**config.mk**
```make
export PLATFORM = sky130hd
export DESIGN_NAME = double_ended_queue_core
export DESIGN_NICKNAME = d
export VERILOG_FILES = /design/src/design/dequ_pkg.sv /design/src/design/dequ_ctrl.sv /design/src/design/dequ_dp.sv /design/src/design/double_ended_queue_core.sv
export SDC_FILE = /design/constraint.sdc
export NUM_CORES = 1
export LEC_CHECK = 0
export BUFFER_PORTS_ARGS = -buffer_cell sky130_fd_sc_hd__buf_4
export CAP_MARGIN = 40
export CORE_ASPECT_RATIO = 1.2
export CORE_MARGIN = 2
export CORE_UTILIZATION = 35
export DETAILED_ROUTE_END_ITERATION = 10
export REMOVE_ABC_BUFFERS = 1
export SLEW_MARGIN = 5
export SYNTH_ARGS = -nofsm -noshare
export SYNTH_HDL_FRONTEND = slang
export SYNTH_SLANG_ARGS = --single-unit
```
**constraint.sdc**
```tcl
create_clock -name clk -period 3.4 [get_ports clk]
set_input_delay 0.68 -clock clk [delete_from_list [all_inputs] [get_ports clk]]
set_output_delay 0.68 -clock clk [all_outputs]
set_load 0.02 [all_outputs]
```
**src/design/dequ_pkg.sv**
```systemverilog
package dequ_pkg;

	localparam int DEPTH   = 16;
	localparam int IDX_W   = $clog2(DEPTH);
	localparam int HELD_W  = $clog2(DEPTH + 1);
	localparam int COUNT_W = 5;
	localparam int DATA_W  = 32;

	localparam logic [1:0] KIND_PUSH_BACK  = 2'd0;
	localparam logic [1:0] KIND_PUSH_FRONT = 2'd1;
	localparam logic [1:0] KIND_POP_BACK   = 2'd2;
	localparam logic [1:0] KIND_POP_FRONT  = 2'd3;

	localparam logic [1:0] STATUS_DONE  = 2'd0;
	localparam logic [1:0] STATUS_EMPTY = 2'd1;
	localparam logic [1:0] STATUS_FULL  = 2'd2;

	typedef struct packed {
		logic [1:0]               kind;
		logic signed [DATA_W-1:0] value;
	} in_t;

	typedef struct packed {
		logic [1:0]               status;
		logic signed [DATA_W-1:0] popped;
		logic [COUNT_W-1:0]       count;
	} out_t;

	typedef struct packed {
		logic load;
		logic exec;
	} cmd_t;

	typedef enum logic [1:0] {
		ST_IDLE,
		ST_EXEC,
		ST_RESP
	} state_t;

endpackage

```
**src/design/dequ_ctrl.sv**
```systemverilog
module dequ_ctrl (
	input  logic            clk,
	input  logic            arst_n,
	input  logic            start,
	output logic            busy,
	output logic            done,
	output dequ_pkg::cmd_t  cmd
);
	import dequ_pkg::*;

	state_t state_q;
	state_t state_d;

	always_ff @(posedge clk or negedge arst_n) begin
		if (!arst_n) begin
			state_q <= ST_IDLE;
		end else begin
			state_q <= state_d;
		end
	end

	always_comb begin
		state_d  = state_q;
		busy     = 1'b1;
		done     = 1'b0;
		cmd.load = 1'b0;
		cmd.exec = 1'b0;
		unique case (state_q)
			ST_IDLE: begin
				busy = 1'b0;
				if (start) begin
					cmd.load = 1'b1;
					state_d  = ST_EXEC;
				end
			end
			ST_EXEC: begin
				cmd.exec = 1'b1;
				state_d  = ST_RESP;
			end
			ST_RESP: begin
				done    = 1'b1;
				state_d = ST_IDLE;
			end
			default: begin
				state_d = ST_IDLE;
			end
		endcase
	end

endmodule

```
**src/design/dequ_dp.sv**
```systemverilog
module dequ_dp (
	input  logic           clk,
	input  logic           arst_n,
	input  dequ_pkg::cmd_t cmd,
	input  dequ_pkg::in_t  req,
	output dequ_pkg::out_t rsp
);
	import dequ_pkg::*;

	in_t                 item_q;
	logic [IDX_W-1:0]    front_q;
	logic [IDX_W-1:0]    back_q;
	logic [HELD_W-1:0]   held_q;
	logic [1:0]          status_q;
	logic                pop_ok_q;
	logic [DATA_W-1:0]   rd_q;
	logic [DATA_W-1:0]   mem [DEPTH];

	logic                full;
	logic                empty;
	logic [IDX_W-1:0]    front_inc;
	logic [IDX_W-1:0]    front_dec;
	logic [IDX_W-1:0]    back_inc;
	logic [IDX_W-1:0]    back_dec;
	logic [IDX_W-1:0]    front_d;
	logic [IDX_W-1:0]    back_d;
	logic [HELD_W-1:0]   held_d;
	logic [1:0]          status_d;
	logic                pop_ok_d;
	logic                wr_en;
	logic                rd_en;
	logic [IDX_W-1:0]    wr_addr;
	logic [IDX_W-1:0]    rd_addr;

	assign full  = (held_q == HELD_W'(DEPTH));
	assign empty = (held_q == '0);

	assign front_inc = (front_q == IDX_W'(DEPTH - 1)) ? '0 : front_q + 1'b1;
	assign front_dec = (front_q == '0) ? IDX_W'(DEPTH - 1) : front_q - 1'b1;
	assign back_inc  = (back_q == IDX_W'(DEPTH - 1)) ? '0 : back_q + 1'b1;
	assign back_dec  = (back_q == '0) ? IDX_W'(DEPTH - 1) : back_q - 1'b1;

	always_comb begin
		front_d  = front_q;
		back_d   = back_q;
		held_d   = held_q;
		status_d = STATUS_DONE;
		pop_ok_d = 1'b0;
		wr_en    = 1'b0;
		rd_en    = 1'b0;
		wr_addr  = back_q;
		rd_addr  = front_q;
		unique case (item_q.kind)
			KIND_PUSH_BACK: begin
				if (full) begin
					status_d = STATUS_FULL;
				end else begin
					wr_en   = 1'b1;
					wr_addr = back_q;
					back_d  = back_inc;
					held_d  = held_q + 1'b1;
				end
			end
			KIND_PUSH_FRONT: begin
				if (full) begin
					status_d = STATUS_FULL;
				end else begin
					wr_en   = 1'b1;
					wr_addr = front_dec;
					front_d = front_dec;
					held_d  = held_q + 1'b1;
				end
			end
			KIND_POP_BACK: begin
				if (empty) begin
					status_d = STATUS_EMPTY;
				end else begin
					rd_en    = 1'b1;
					pop_ok_d = 1'b1;
					rd_addr  = back_dec;
					back_d   = back_dec;
					held_d   = held_q - 1'b1;
				end
			end
			KIND_POP_FRONT: begin
				if (empty) begin
					status_d = STATUS_EMPTY;
				end else begin
					rd_en    = 1'b1;
					pop_ok_d = 1'b1;
					rd_addr  = front_q;
					front_d  = front_inc;
					held_d   = held_q - 1'b1;
				end
			end
			default: begin
				status_d = STATUS_DONE;
			end
		endcase
	end

	always_ff @(posedge clk) begin
		if (cmd.load) begin
			item_q <= req;
		end
	end

	always_ff @(posedge clk or negedge arst_n) begin
		if (!arst_n) begin
			front_q  <= '0;
			back_q   <= '0;
			held_q   <= '0;
			status_q <= STATUS_DONE;
			pop_ok_q <= 1'b0;
		end else if (cmd.exec) begin
			front_q  <= front_d;
			back_q   <= back_d;
			held_q   <= held_d;
			status_q <= status_d;
			pop_ok_q <= pop_ok_d;
		end
	end

	always_ff @(posedge clk) begin
		if (cmd.exec && wr_en) begin
			mem[wr_addr] <= item_q.value;
		end
	end

	always_ff @(posedge clk) begin
		if (cmd.exec && rd_en) begin
			rd_q <= mem[rd_addr];
		end
	end

	assign rsp.status = status_q;
	assign rsp.popped = pop_ok_q ? rd_q : '0;
	assign rsp.count  = COUNT_W'(held_q);

endmodule

```
**src/design/double_ended_queue_core.sv**
```systemverilog
// Each transaction runs through the states idle (acceptance), exec (the index update
// and at most one store access) and resp (the result on rsp and done high).
// A new transaction is accepted only once the controller is back in the idle state;
// the read of the store is registered; busy is low only in the idle state.
// Reset clears both indices and the count; store contents stay undefined until pushed.
module double_ended_queue_core (
	input  logic           clk,
	input  logic           arst_n,
	input  logic           start,
	output logic           busy,
	input  dequ_pkg::in_t  req,
	output logic           done,
	output dequ_pkg::out_t rsp
);
	import dequ_pkg::*;

	cmd_t cmd;

	dequ_ctrl u_ctrl (
		.clk    (clk),
		.arst_n (arst_n),
		.start  (start),
		.busy   (busy),
		.done   (done),
		.cmd    (cmd)
	);

	dequ_dp u_dp (
		.clk    (clk),
		.arst_n (arst_n),
		.cmd    (cmd),
		.req    (req),
		.rsp    (rsp)
	);

endmodule

```
==> results.toml, run 1 <==
[sta]
rsz0062_at_grt = "no"
fin_crit_sh_pct = 95.1
tightestPinTransition_ns = 0.779
skew_ns = 0.0129
max_freq_ghz = 0.309
setup-violations-final = 0
maxSlewHeadroom_pct = 47.9
finalMaxSlewViolations = 0
post-route-min-period_ns = 3.23
hold_viol = 0

[logic_synthesis]
synth_top_family_by_area = "compound AO/OA/AOI/OAI gates"
syn_avg_cell_area_um2 = 14.8
netlist_instances = 1626
synth.area.mux_share_pct = 0.276
ys_warn_count = 0
yosysSeqAreaShare_pct = 74.1
synthAdderAreaFrac_pct = 0.448
synth_seq_cells = 596
synth_top_area_cell = "edfxtp_1"
synth-simple-area-share_pct = 8.82
synth_edf_count = 578
synth-compound-area-share_pct = 12.8
synth-xor-area-share_pct = 0.401
syn_area_um2 = 24000
synth_top_cell_area_share_pct = 72.2
synth.distinct_cells = 53
async_reset_ff_share_pct = 3.02
synthFlopType = "edfxtp_1"
ys_top_cells_by_area = "edfxtp_1, nand2_1, a32o_1, a211o_1, nand3_1"

[routing]
wl_per_cell_um = 23.0
num_vias = 14500
dr.pass1.iters = 5
viasPerCell = 5.42
drt_iter0_markers = 1406
finalWirelength_mm = 61.4
drtAntennaViolNets = 0
drcViolationCount = 0

[flow_run]
maxCapViolCount = 0

[global_routing]
grt_max_degree = 129
antenna_found_initial = 1
grt.overflow.total = 0
grt.total_usage_pct = 17.1
first_global_vias = 14400
grt_pass1_wl_mm = 92.1

[placement]
port_buffers = 77
dp_hpwl_mm = 34.7
placed_cells = 2563
gp_congestion = 0.765
place_area_um2 = 26300

[floorplanning]
dieWidth_um = 243
core_um2 = 68200
dieHeight_um = 291
initial_utilization_pct = 35.2
pin_count = 78
die_area_um2 = 70800
num_rows = 105

[critical_path]
cp_top_family = "simple AND/OR/NAND/NOR gates"
start_kind = "register"
slowest_stage = "nand4b_1"
required_ns = 3.66
worstPathCellList = "inv_1 > ha_1 > o21bai_1 > a21oi_1 > a41oi_1 > mux2i_1 > nand4b_1 > nor2_4 > buf_4"
critPathKind = "reg -> reg"
max_stage_delay_ns = 0.51
end_kind = "register"
crit_buf_inv = 2
crit_fanout = 15
crit_arrival_ns = 3.49

[final_layout]
drive_gt1_share_pct = 16.6
layout-area-overhead-vs-synth_pct = 16.7
fillers = 6094
n_antenna_cell = 0
nets = 1759
regArea_um2 = 17800
final_area_um2 = 28000
multiInputGateArea_um2 = 5670
stdcell_count = 2665

[power]
p_leak_uw = 0.00940
ir_drop_v = 0.000531
powerDensity_nw_per_um2 = 827
total_power_uw = 23200

[outcome]
outcome = "finished, final reports clean"

[clock_network]
cts_tree = "built"
cts.clk_slew.worst_paths_ns = 0.07
cts_htree_levels = 2
cts_setup_buffers = 0
insertion_delay_ns = 0.60
cts_root_buffer = "clkbuf_16"
cts_buffers = 57
postCtsResizedCells = 0
cts_max_path_buffers = 3
clkSinkCount = 596

[hold_path]
hold_path.class = "in -> reg"
## metal layers
layer | track usage [%] | up-vias | share of wire (%)
li1 | - | 6523 | -
met1 | 22.9 | 7330 | 42
met2 | 29.0 | 488 | 50
met3 | 2.32 | 109 | 5.3
met4 | 5.22 | 0 | 2.6
met5 | 0 | - | 0
## cell families (layout without fill, tap and decap cells)
| family | count (synthesis) | after routing |
|---|---|---|
| and+or+nand+nor | 452 | 452 |
| buffers and inverters | 148 | 278 |
| xor gates and xnor gates | 11 | 11 |
| DFF | 596 | 596 |
| adders and majority gates | 8 | 8 |
| muxes | 6 | 6 |
| AOI/OAI and AO/OA | 405 | 405 |
## synth_stat cells (2+ instances only)
library cell and number:
a21oi_1 72, nor2_1 25, xor2_1 3, nor2b_1 2
nand2_1 213, o211ai_1 2, o21ai_0 83, buf_6 3
a31oi_1 34, mux2i_1 4, a21o_1 4, buf_2 30
xnor2_1 8, clkbuf_1 77, edfxtp_1 578, o221ai_2 19
inv_1 15, buf_4 9, nand2b_1 6, o31ai_1 4
nand3_1 101, dfrtp_1 18, a32oi_1 33, ha_1 7
a32o_1 64, and3_1 64, and2_1 33, or2_2 3
buf_1 7, a211o_1 64, buf_12 7, o221ai_1 13
## stage by stage
step | hold WS, ns | setup slack [ns] | utilization [%] | TNS [ns]
6_report | 0.250 | 0.166 | 41.1 | 0
5_1_grt | 0.220 | 0.0446 | 41.1 | 0
4_1_cts | 0.215 | 0.215 | 41.1 | 0
3_5_place_dp | 0.510 | 0.234 | 38.5 | 0
3_3_place_gp | 0.537 | 0.345 | 38.5 | 0
2_1_floorplan | 0.384 | -7.64 | - | -271.34
## power breakdown
group | switching, uW | leakage [uW] | internal (uW)
clock network | 2680 | 0.000852 | 3460
logic | 4870 | 0.00310 | 3120
registers | 422 | 0.00545 | 8650
## worst reg2reg max path, cell delays in order (launching register included)
cell and delay [ns]:
dfrtp_1 0.49, inv_1 0.21, ha_1 0.25, o21bai_1 0.13, a21oi_1 0.08, a41oi_1 0.38
mux2i_1 0.21, nand4b_1 0.51, nor2_4 0.26, buf_4 0.37
## sequential cells by signal, indices dropped and copies added, names as in the netlist
| name | flops |
|---|---|
| u_dp.mem | 512 |
| u_dp.item_q | 34 |
| u_dp.rd_q | 32 |
| u_dp.held_q | 5 |
| u_dp.back_q | 4 |
| u_dp.front_q | 4 |
| u_ctrl.state_q | 2 |
| u_dp.status_q | 2 |
| u_dp.pop_ok_q | 1 |
## layout make-up
type | count | share of cell area [%]
Clock buffer | 70 | 5.41
Clock inverter | 31 | 0.933
Inverter | 15 | 0.201
Multi-Input combinational cell | 882 | 20.2
Sequential cell | 596 | 63.5
Tap cell | 909 | 4.06
Timing Repair Buffer | 162 | 5.67
## worst paths after layout
check	startpoint	end	slack (ns)	depth (start not counted)
worst max register to register	u_dp.front_q[1]$_DFFE_PN0P_	u_dp.mem[9][8]$_DFFE_PP_	0.17	9
worst min-delay path	req[3]	u_dp.item_q[3]$_DFFE_PP_	0.25	1
worst max-delay path	u_dp.front_q[1]$_DFFE_PN0P_	u_dp.mem[9][8]$_DFFE_PP_	0.17	9
min in group asynchronous	arst_n	u_ctrl.state_q[0]$_DFFE_PN0P_	0.48	2
max in group asynchronous	arst_n	u_dp.front_q[1]$_DFFE_PN0P_	2.70	2
worst min register to register	u_dp.status_q[1]$_DFFE_PN0P_	u_dp.status_q[1]$_DFFE_PN0P_	0.53	2
## cells in the final DEF (no fill, tap or decap), types with 15 or more instances in the layout
master / synthesis / layout
nand2_1: 213 / 212
clkbuf_16: 0 / 59
a31oi_1: 34 / 34
edfxtp_1: 578 / 578
and2_1: 33 / 33
a21oi_1: 72 / 72
buf_4: 9 / 131
nor2_4: 1 / 19
a32o_1: 64 / 64
o21ai_0: 83 / 83
inv_1: 15 / 15
dfrtp_1: 18 / 18
nand3_1: 101 / 101
buf_12: 7 / 29
a211o_1: 64 / 64
a32oi_1: 33 / 32
o221ai_2: 19 / 19
and3_1: 64 / 64
## timing repair
action,in CTS,in global routing
hold buffers,1,0
hold endpoints to repair,18,0
endpoints found under the setup margin,0,0
(Power assumes the default switching activity.)
==> run 2: changes to the inputs <==
--- a/config.mk
+++ b/config.mk
@@ -5,11 +5,13 @@
 export SDC_FILE = /design/constraint.sdc
 export NUM_CORES = 1
 export LEC_CHECK = 0
-export BUFFER_PORTS_ARGS = -buffer_cell sky130_fd_sc_hd__buf_4
+export ABC_CLOCK_PERIOD_IN_PS = 3400
+export BUFFER_PORTS_ARGS = -buffer_cell sky130_fd_sc_hd__buf_2
 export CAP_MARGIN = 40
 export CORE_ASPECT_RATIO = 1.2
 export CORE_MARGIN = 2
 export CORE_UTILIZATION = 35
+export CTS_CLUSTER_SIZE = 20
 export DETAILED_ROUTE_END_ITERATION = 10
 export REMOVE_ABC_BUFFERS = 1
 export SLEW_MARGIN = 5
==> results.toml, run 2 (synthesis results as in run 1) <==
[sta]
skew_ns = 0.0207
post-route-min-period_ns = 3.25
fin_crit_sh_pct = 95.6
max_freq_ghz = 0.308
tightestPinTransition_ns = 0.641
setup-violations-final = 0
maxSlewHeadroom_pct = 57.2
hold-worst-slack_ns = 0.227
finalMaxSlewViolations = 0
rsz0062_at_grt = "no"
hold_viol = 0

[global_routing]
first_global_vias = 14700
antenna_found_initial = 2
grt.total_usage_pct = 17.2
grt.overflow.total = 0
grt_max_degree = 129
grt_pass1_wl_mm = 92.5

[routing]
top_layer = "met4"
dr.pass1.iters = 6
met3_length_mm = 3.59
finalWirelength_mm = 61.3
drcViolationCount = 0
drt_iter0_markers = 1530
drtAntennaViolNets = 0
viasPerCell = 5.44
num_vias = 14500
met1_length_mm = 25.8
wl_per_cell_um = 23.0
wl_met2_mm = 30.1

[final_layout]
layout-area-overhead-vs-synth_pct = 16.2
layout_commonest_cell = "edfxtp_1"
final_area_um2 = 27900
layout_common_cells = "edfxtp_1, nand2_1, nand3_1, o21ai_0, buf_2"
largest_register = "u_dp.mem"
largest_reg_flops = 512
fin_util_pct = 40.9
reg_top3 = "u_dp.mem x512, u_dp.item_q x34, u_dp.rd_q x32"
nets = 1755
drive_gt1_share_pct = 16.8
stdcell_count = 2665

[clock_network]
cts_buffers = 57
cts_root_buffer = "clkbuf_16"
cts_htree_levels = 2
clkSinkCount = 596
cts_tree = "built"
cts.clk_slew.worst_paths_ns = 0.06
insertion_delay_ns = 0.62
cts_max_path_buffers = 3

[power]
ir_drop_v = 0.000451
powerDensity_nw_per_um2 = 837
p_leak_uw = 0.00940

[critical_path]
crit_fanout = 14
start_kind = "register"
required_ns = 3.68
end_kind = "register"
crit_arrival_ns = 3.53
critPathKind = "reg -> reg"

[placement]
gp_congestion = 0.777
placed_cells = 2558
dp_hpwl_mm = 33.9
place_area_um2 = 26000
port_buffers = 77

[floorplanning]
core_um2 = 68200
num_rows = 105
initial_utilization_pct = 35.2
pin_count = 78
die_area_um2 = 70800
dieHeight_um = 291
dieWidth_um = 243

[hold_path]
hold_path.class = "in -> reg"

[flow_run]
maxCapViolCount = 0

[outcome]
outcome = "finished, final reports clean"
[run 2: final timing paths]
path | start | to | slack, ns | cells past startpoint
max in group asynchronous | arst_n | u_dp.front_q[2]$_DFFE_PN0P_ | 2.52 | 2
worst max-delay path | u_dp.held_q[1]$_DFFE_PN0P_ | u_dp.mem[8][21]$_DFFE_PP_ | 0.15 | 7
worst min-delay path | req[20] | u_dp.item_q[20]$_DFFE_PP_ | 0.23 | 1
worst min register to register | u_dp.pop_ok_q$_DFFE_PN0P_ | u_dp.pop_ok_q$_DFFE_PN0P_ | 0.49 | 1
min in group asynchronous | arst_n | u_ctrl.state_q[1]$_DFFE_PN0P_ | 0.54 | 2
worst max register to register | u_dp.held_q[1]$_DFFE_PN0P_ | u_dp.mem[8][21]$_DFFE_PP_ | 0.15 | 7
[run 2: cell type report]
| cell class | instances | area (um2) |
|---|---|---|
| repair buffers | 158 | 1380 |
| multi-input cells | 882 | 5670 |
| clock inverters | 38 | 370 |
| clock buffers | 66 | 1480 |
| diodes | 1 | 2.50 |
| fillers | 6081 | 40300 |
| inverters | 15 | 56.3 |
| well taps | 909 | 1140 |
| flip-flops and latches | 596 | 17800 |
[run 2: worst max-delay path, cell delays in order, from the launching register on]
cell	delay (ns)
dfrtp_1	0.44
nor4_1	0.52
a21oi_1	0.28
and2_1	0.29
mux2i_1	0.19
nand4b_1	0.53
nor2_4	0.28
buf_4	0.34
[run 2: metrics by stage]
stage | total power (uW) | setup TNS, ns | setup WS [ns]
after floorplan | 14100 | -271.34 | -7.64
after global placement | 16900 | 0 | 0.238
after detailed placement | 17200 | 0 | 0.191
after CTS | 23500 | 0 | 0.171
after global routing | 24500 | 0 | 0.0703
final | 23400 | 0 | 0.151
[run 2: power by group]
part	internal, uW	switching, uW
Sequential	8650	356
Clock	3580	2740
Combinational	3050	4970
[run 2: routing by layer]
layer,track usage [%],vias up
li1,-,6539
met1,22.9,7360
met2,28.8,501
met3,2.49,105
met4,6.21,0
met5,0,-
[run 2: what timing repair did]
| action | CTS | global route |
|---|---|---|
| endpoints found under the hold margin | 13 | 0 |
| hold buffers | 1 | 0 |
| setup buffers | 0 | 1 |
| setup endpoints to repair | 0 | 13 |
| resized for setup | 0 | 0 |
==> run 3: changes to the inputs <==
--- a/config.mk
+++ b/config.mk
@@ -11,6 +11,7 @@
 export CORE_ASPECT_RATIO = 1.2
 export CORE_MARGIN = 2
 export CORE_UTILIZATION = 35
+export CTS_BUF_LIST = sky130_fd_sc_hd__clkbuf_2 sky130_fd_sc_hd__clkbuf_4 sky130_fd_sc_hd__clkbuf_8
 export CTS_CLUSTER_SIZE = 20
 export DETAILED_ROUTE_END_ITERATION = 10
 export REMOVE_ABC_BUFFERS = 1
==> results.toml, run 3 (synthesis results as in run 1) <==
[outcome]
outcome = "finished, final reports clean"

[placement]
place_ws_ns = 0.191
gp_congestion = 0.777
place_area_um2 = 26000
dp_hpwl_mm = 33.9
port_buffers = 77
placed_cells = 2558

[power]
p_leak_uw = 0.00944
total_power_uw = 22900
ir_drop_v = 0.000410
powerDensity_nw_per_um2 = 823

[sta]
tightestPinTransition_ns = 0.640
final.setup.worst_slack_ns = 0.134
fin_crit_sh_pct = 96.1
post-route-min-period_ns = 3.27
maxSlewHeadroom_pct = 57.3
hold_viol = 0
skew_ns = 0.0282
finalMaxSlewViolations = 0
setup_tns_ns = 0
rsz0062_at_grt = "no"
max_freq_ghz = 0.306
setup-violations-final = 0

[floorplanning]
dieHeight_um = 291
core_um2 = 68200
initial_utilization_pct = 35.2
num_rows = 105
dieWidth_um = 243
pin_count = 78
die_area_um2 = 70800

[final_layout]
drive_gt1_share_pct = 19.6
final_area_um2 = 27800
fillers = 6144
layout_common_cells = "edfxtp_1, nand2_1, nand3_1, clkbuf_8, o21ai_0"
largest_register = "u_dp.mem"
nets = 1790
layout-area-overhead-vs-synth_pct = 15.9
layout_commonest_cell = "edfxtp_1"
reg_top3 = "u_dp.mem x512, u_dp.item_q x34, u_dp.rd_q x32"
largest_reg_flops = 512
stdcell_count = 2724
regArea_um2 = 17800
multiInputGateArea_um2 = 5670

[routing]
wl_met2_mm = 30.6
top_layer = "met4"
met3_length_mm = 3.47
drcViolationCount = 0
drt_iter0_markers = 1448
met1_length_mm = 26.1
dr.pass1.iters = 5
drtAntennaViolNets = 0
viasPerCell = 5.42
finalWirelength_mm = 61.9
wl_per_cell_um = 22.7
num_vias = 14800

[critical_path]
critPathKind = "reg -> reg"
worst_r2r_endpoint = "u_dp.mem[8][23]$_DFFE_PP_"
cp-startpoint = "u_dp.held_q[1]$_DFFE_PN0P_"
crit_fanout = 14
crit_arrival_ns = 3.61
end_kind = "register"
reg2reg_depth = 7
required_ns = 3.74
ff2ff_setup_slack_ns = 0.13
rr_startpoint = "u_dp.held_q[1]$_DFFE_PN0P_"
start_kind = "register"

[clock_network]
cts_max_path_buffers = 3
clkSinkCount = 596
cts_tree = "built"
cts_htree_levels = 3
cts_buffers = 92
insertion_delay_ns = 0.69
cts.clk_slew.worst_paths_ns = 0.07
cts_root_buffer = "clkbuf_8"

[global_routing]
grt.total_usage_pct = 17.4
grt_max_degree = 129
antenna_found_initial = 2
grt.overflow.total = 0
grt_pass1_wl_mm = 93.3
first_global_vias = 14900

[hold_path]
hold_path_end = "u_dp.item_q[2]$_DFFE_PP_"
hold_path.class = "in -> reg"
hp-start = "req[2]"
hold_path_depth = 1

[flow_run]
maxCapViolCount = 0
==> run 3: cell count changes in the layout (fill, tap and decap cells not counted), moves of 2 or more <==
cell	change
clkbuf_4	+34
clkbuf_8	+94
inv_6	-2
clkbuf_1	-8
clkinv_4	-2
diode_2	+2
clkinvlp_4	+2
clkbuf_16	-58
clkinv_1	+3
clkinv_2	-2
bufinv_16	-3
==> run 3: critical path: stages, from the launching register on <==
cell	delay, ns
dfrtp_1	0.44
nor4_1	0.53
a21oi_1	0.28
and2_1	0.29
mux2i_1	0.19
nand4b_1	0.54
nor2_4	0.29
buf_4	0.34
==> run 3: worst max path at each step <==
stage / to / cells after the start / slack, ns
global placement: u_dp.rd_q[5]$_DFFE_PP_ / 8 / 0.24
detailed placement: u_dp.mem[0][10]$_DFFE_PP_ / 7 / 0.19
CTS: u_dp.mem[0][18]$_DFFE_PP_ / 7 / 0.15
floorplan: u_dp.rd_q[10]$_DFFE_PP_ / 6 / -7.64
finish: u_dp.mem[8][23]$_DFFE_PP_ / 7 / 0.13
global route: u_dp.mem[8][21]$_DFFE_PP_ / 7 / 0.06
==> run 3: area by class of cell <==
| type | instances | share of cell area [%] |
|---|---|---|
| Tap cell | 909 | 4.08 |
| Clock inverter | 33 | 0.849 |
| Inverter | 15 | 0.202 |
| Clock buffer | 128 | 5.56 |
| Antenna cell | 3 | 0.0270 |
| Timing Repair Buffer | 158 | 4.95 |
| Sequential cell | 596 | 64.0 |
| Multi-Input combinational cell | 882 | 20.4 |
==> run 3: through the flow <==
step	utilization (%)	hold slack [ns]
after floorplan	-	0.384
after global placement	38.1	0.467
after detailed placement	38.2	0.486
after CTS	40.8	0.109
after global routing	40.8	0.140
final	40.8	0.166
==> run 3: timing repair <==
| item | in CTS | in global routing |
|---|---|---|
| setup endpoints to repair | 0 | 13 |
| gates resized for setup | 0 | 0 |
| buffers inserted | 0 | 1 |
| endpoints found under the hold margin | 18 | 0 |
| hold buffers | 1 | 0 |
==> run 3: power by group <==
part           internal [uW]  switching, uW
Combinational           3050           4960
Sequential              8660            358
Clock                   3160           2730
Total                  14900           8050
==> run 3: per-layer routing <==
| metal | track usage, % | vias up |
|---|---|---|
| li1 | - | 6616 |
| met2 | 28.9 | 549 |
| met1 | 22.9 | 7495 |
| met5 | 0 | - |
| met4 | 6.72 | 0 |
| met3 | 2.69 | 114 |
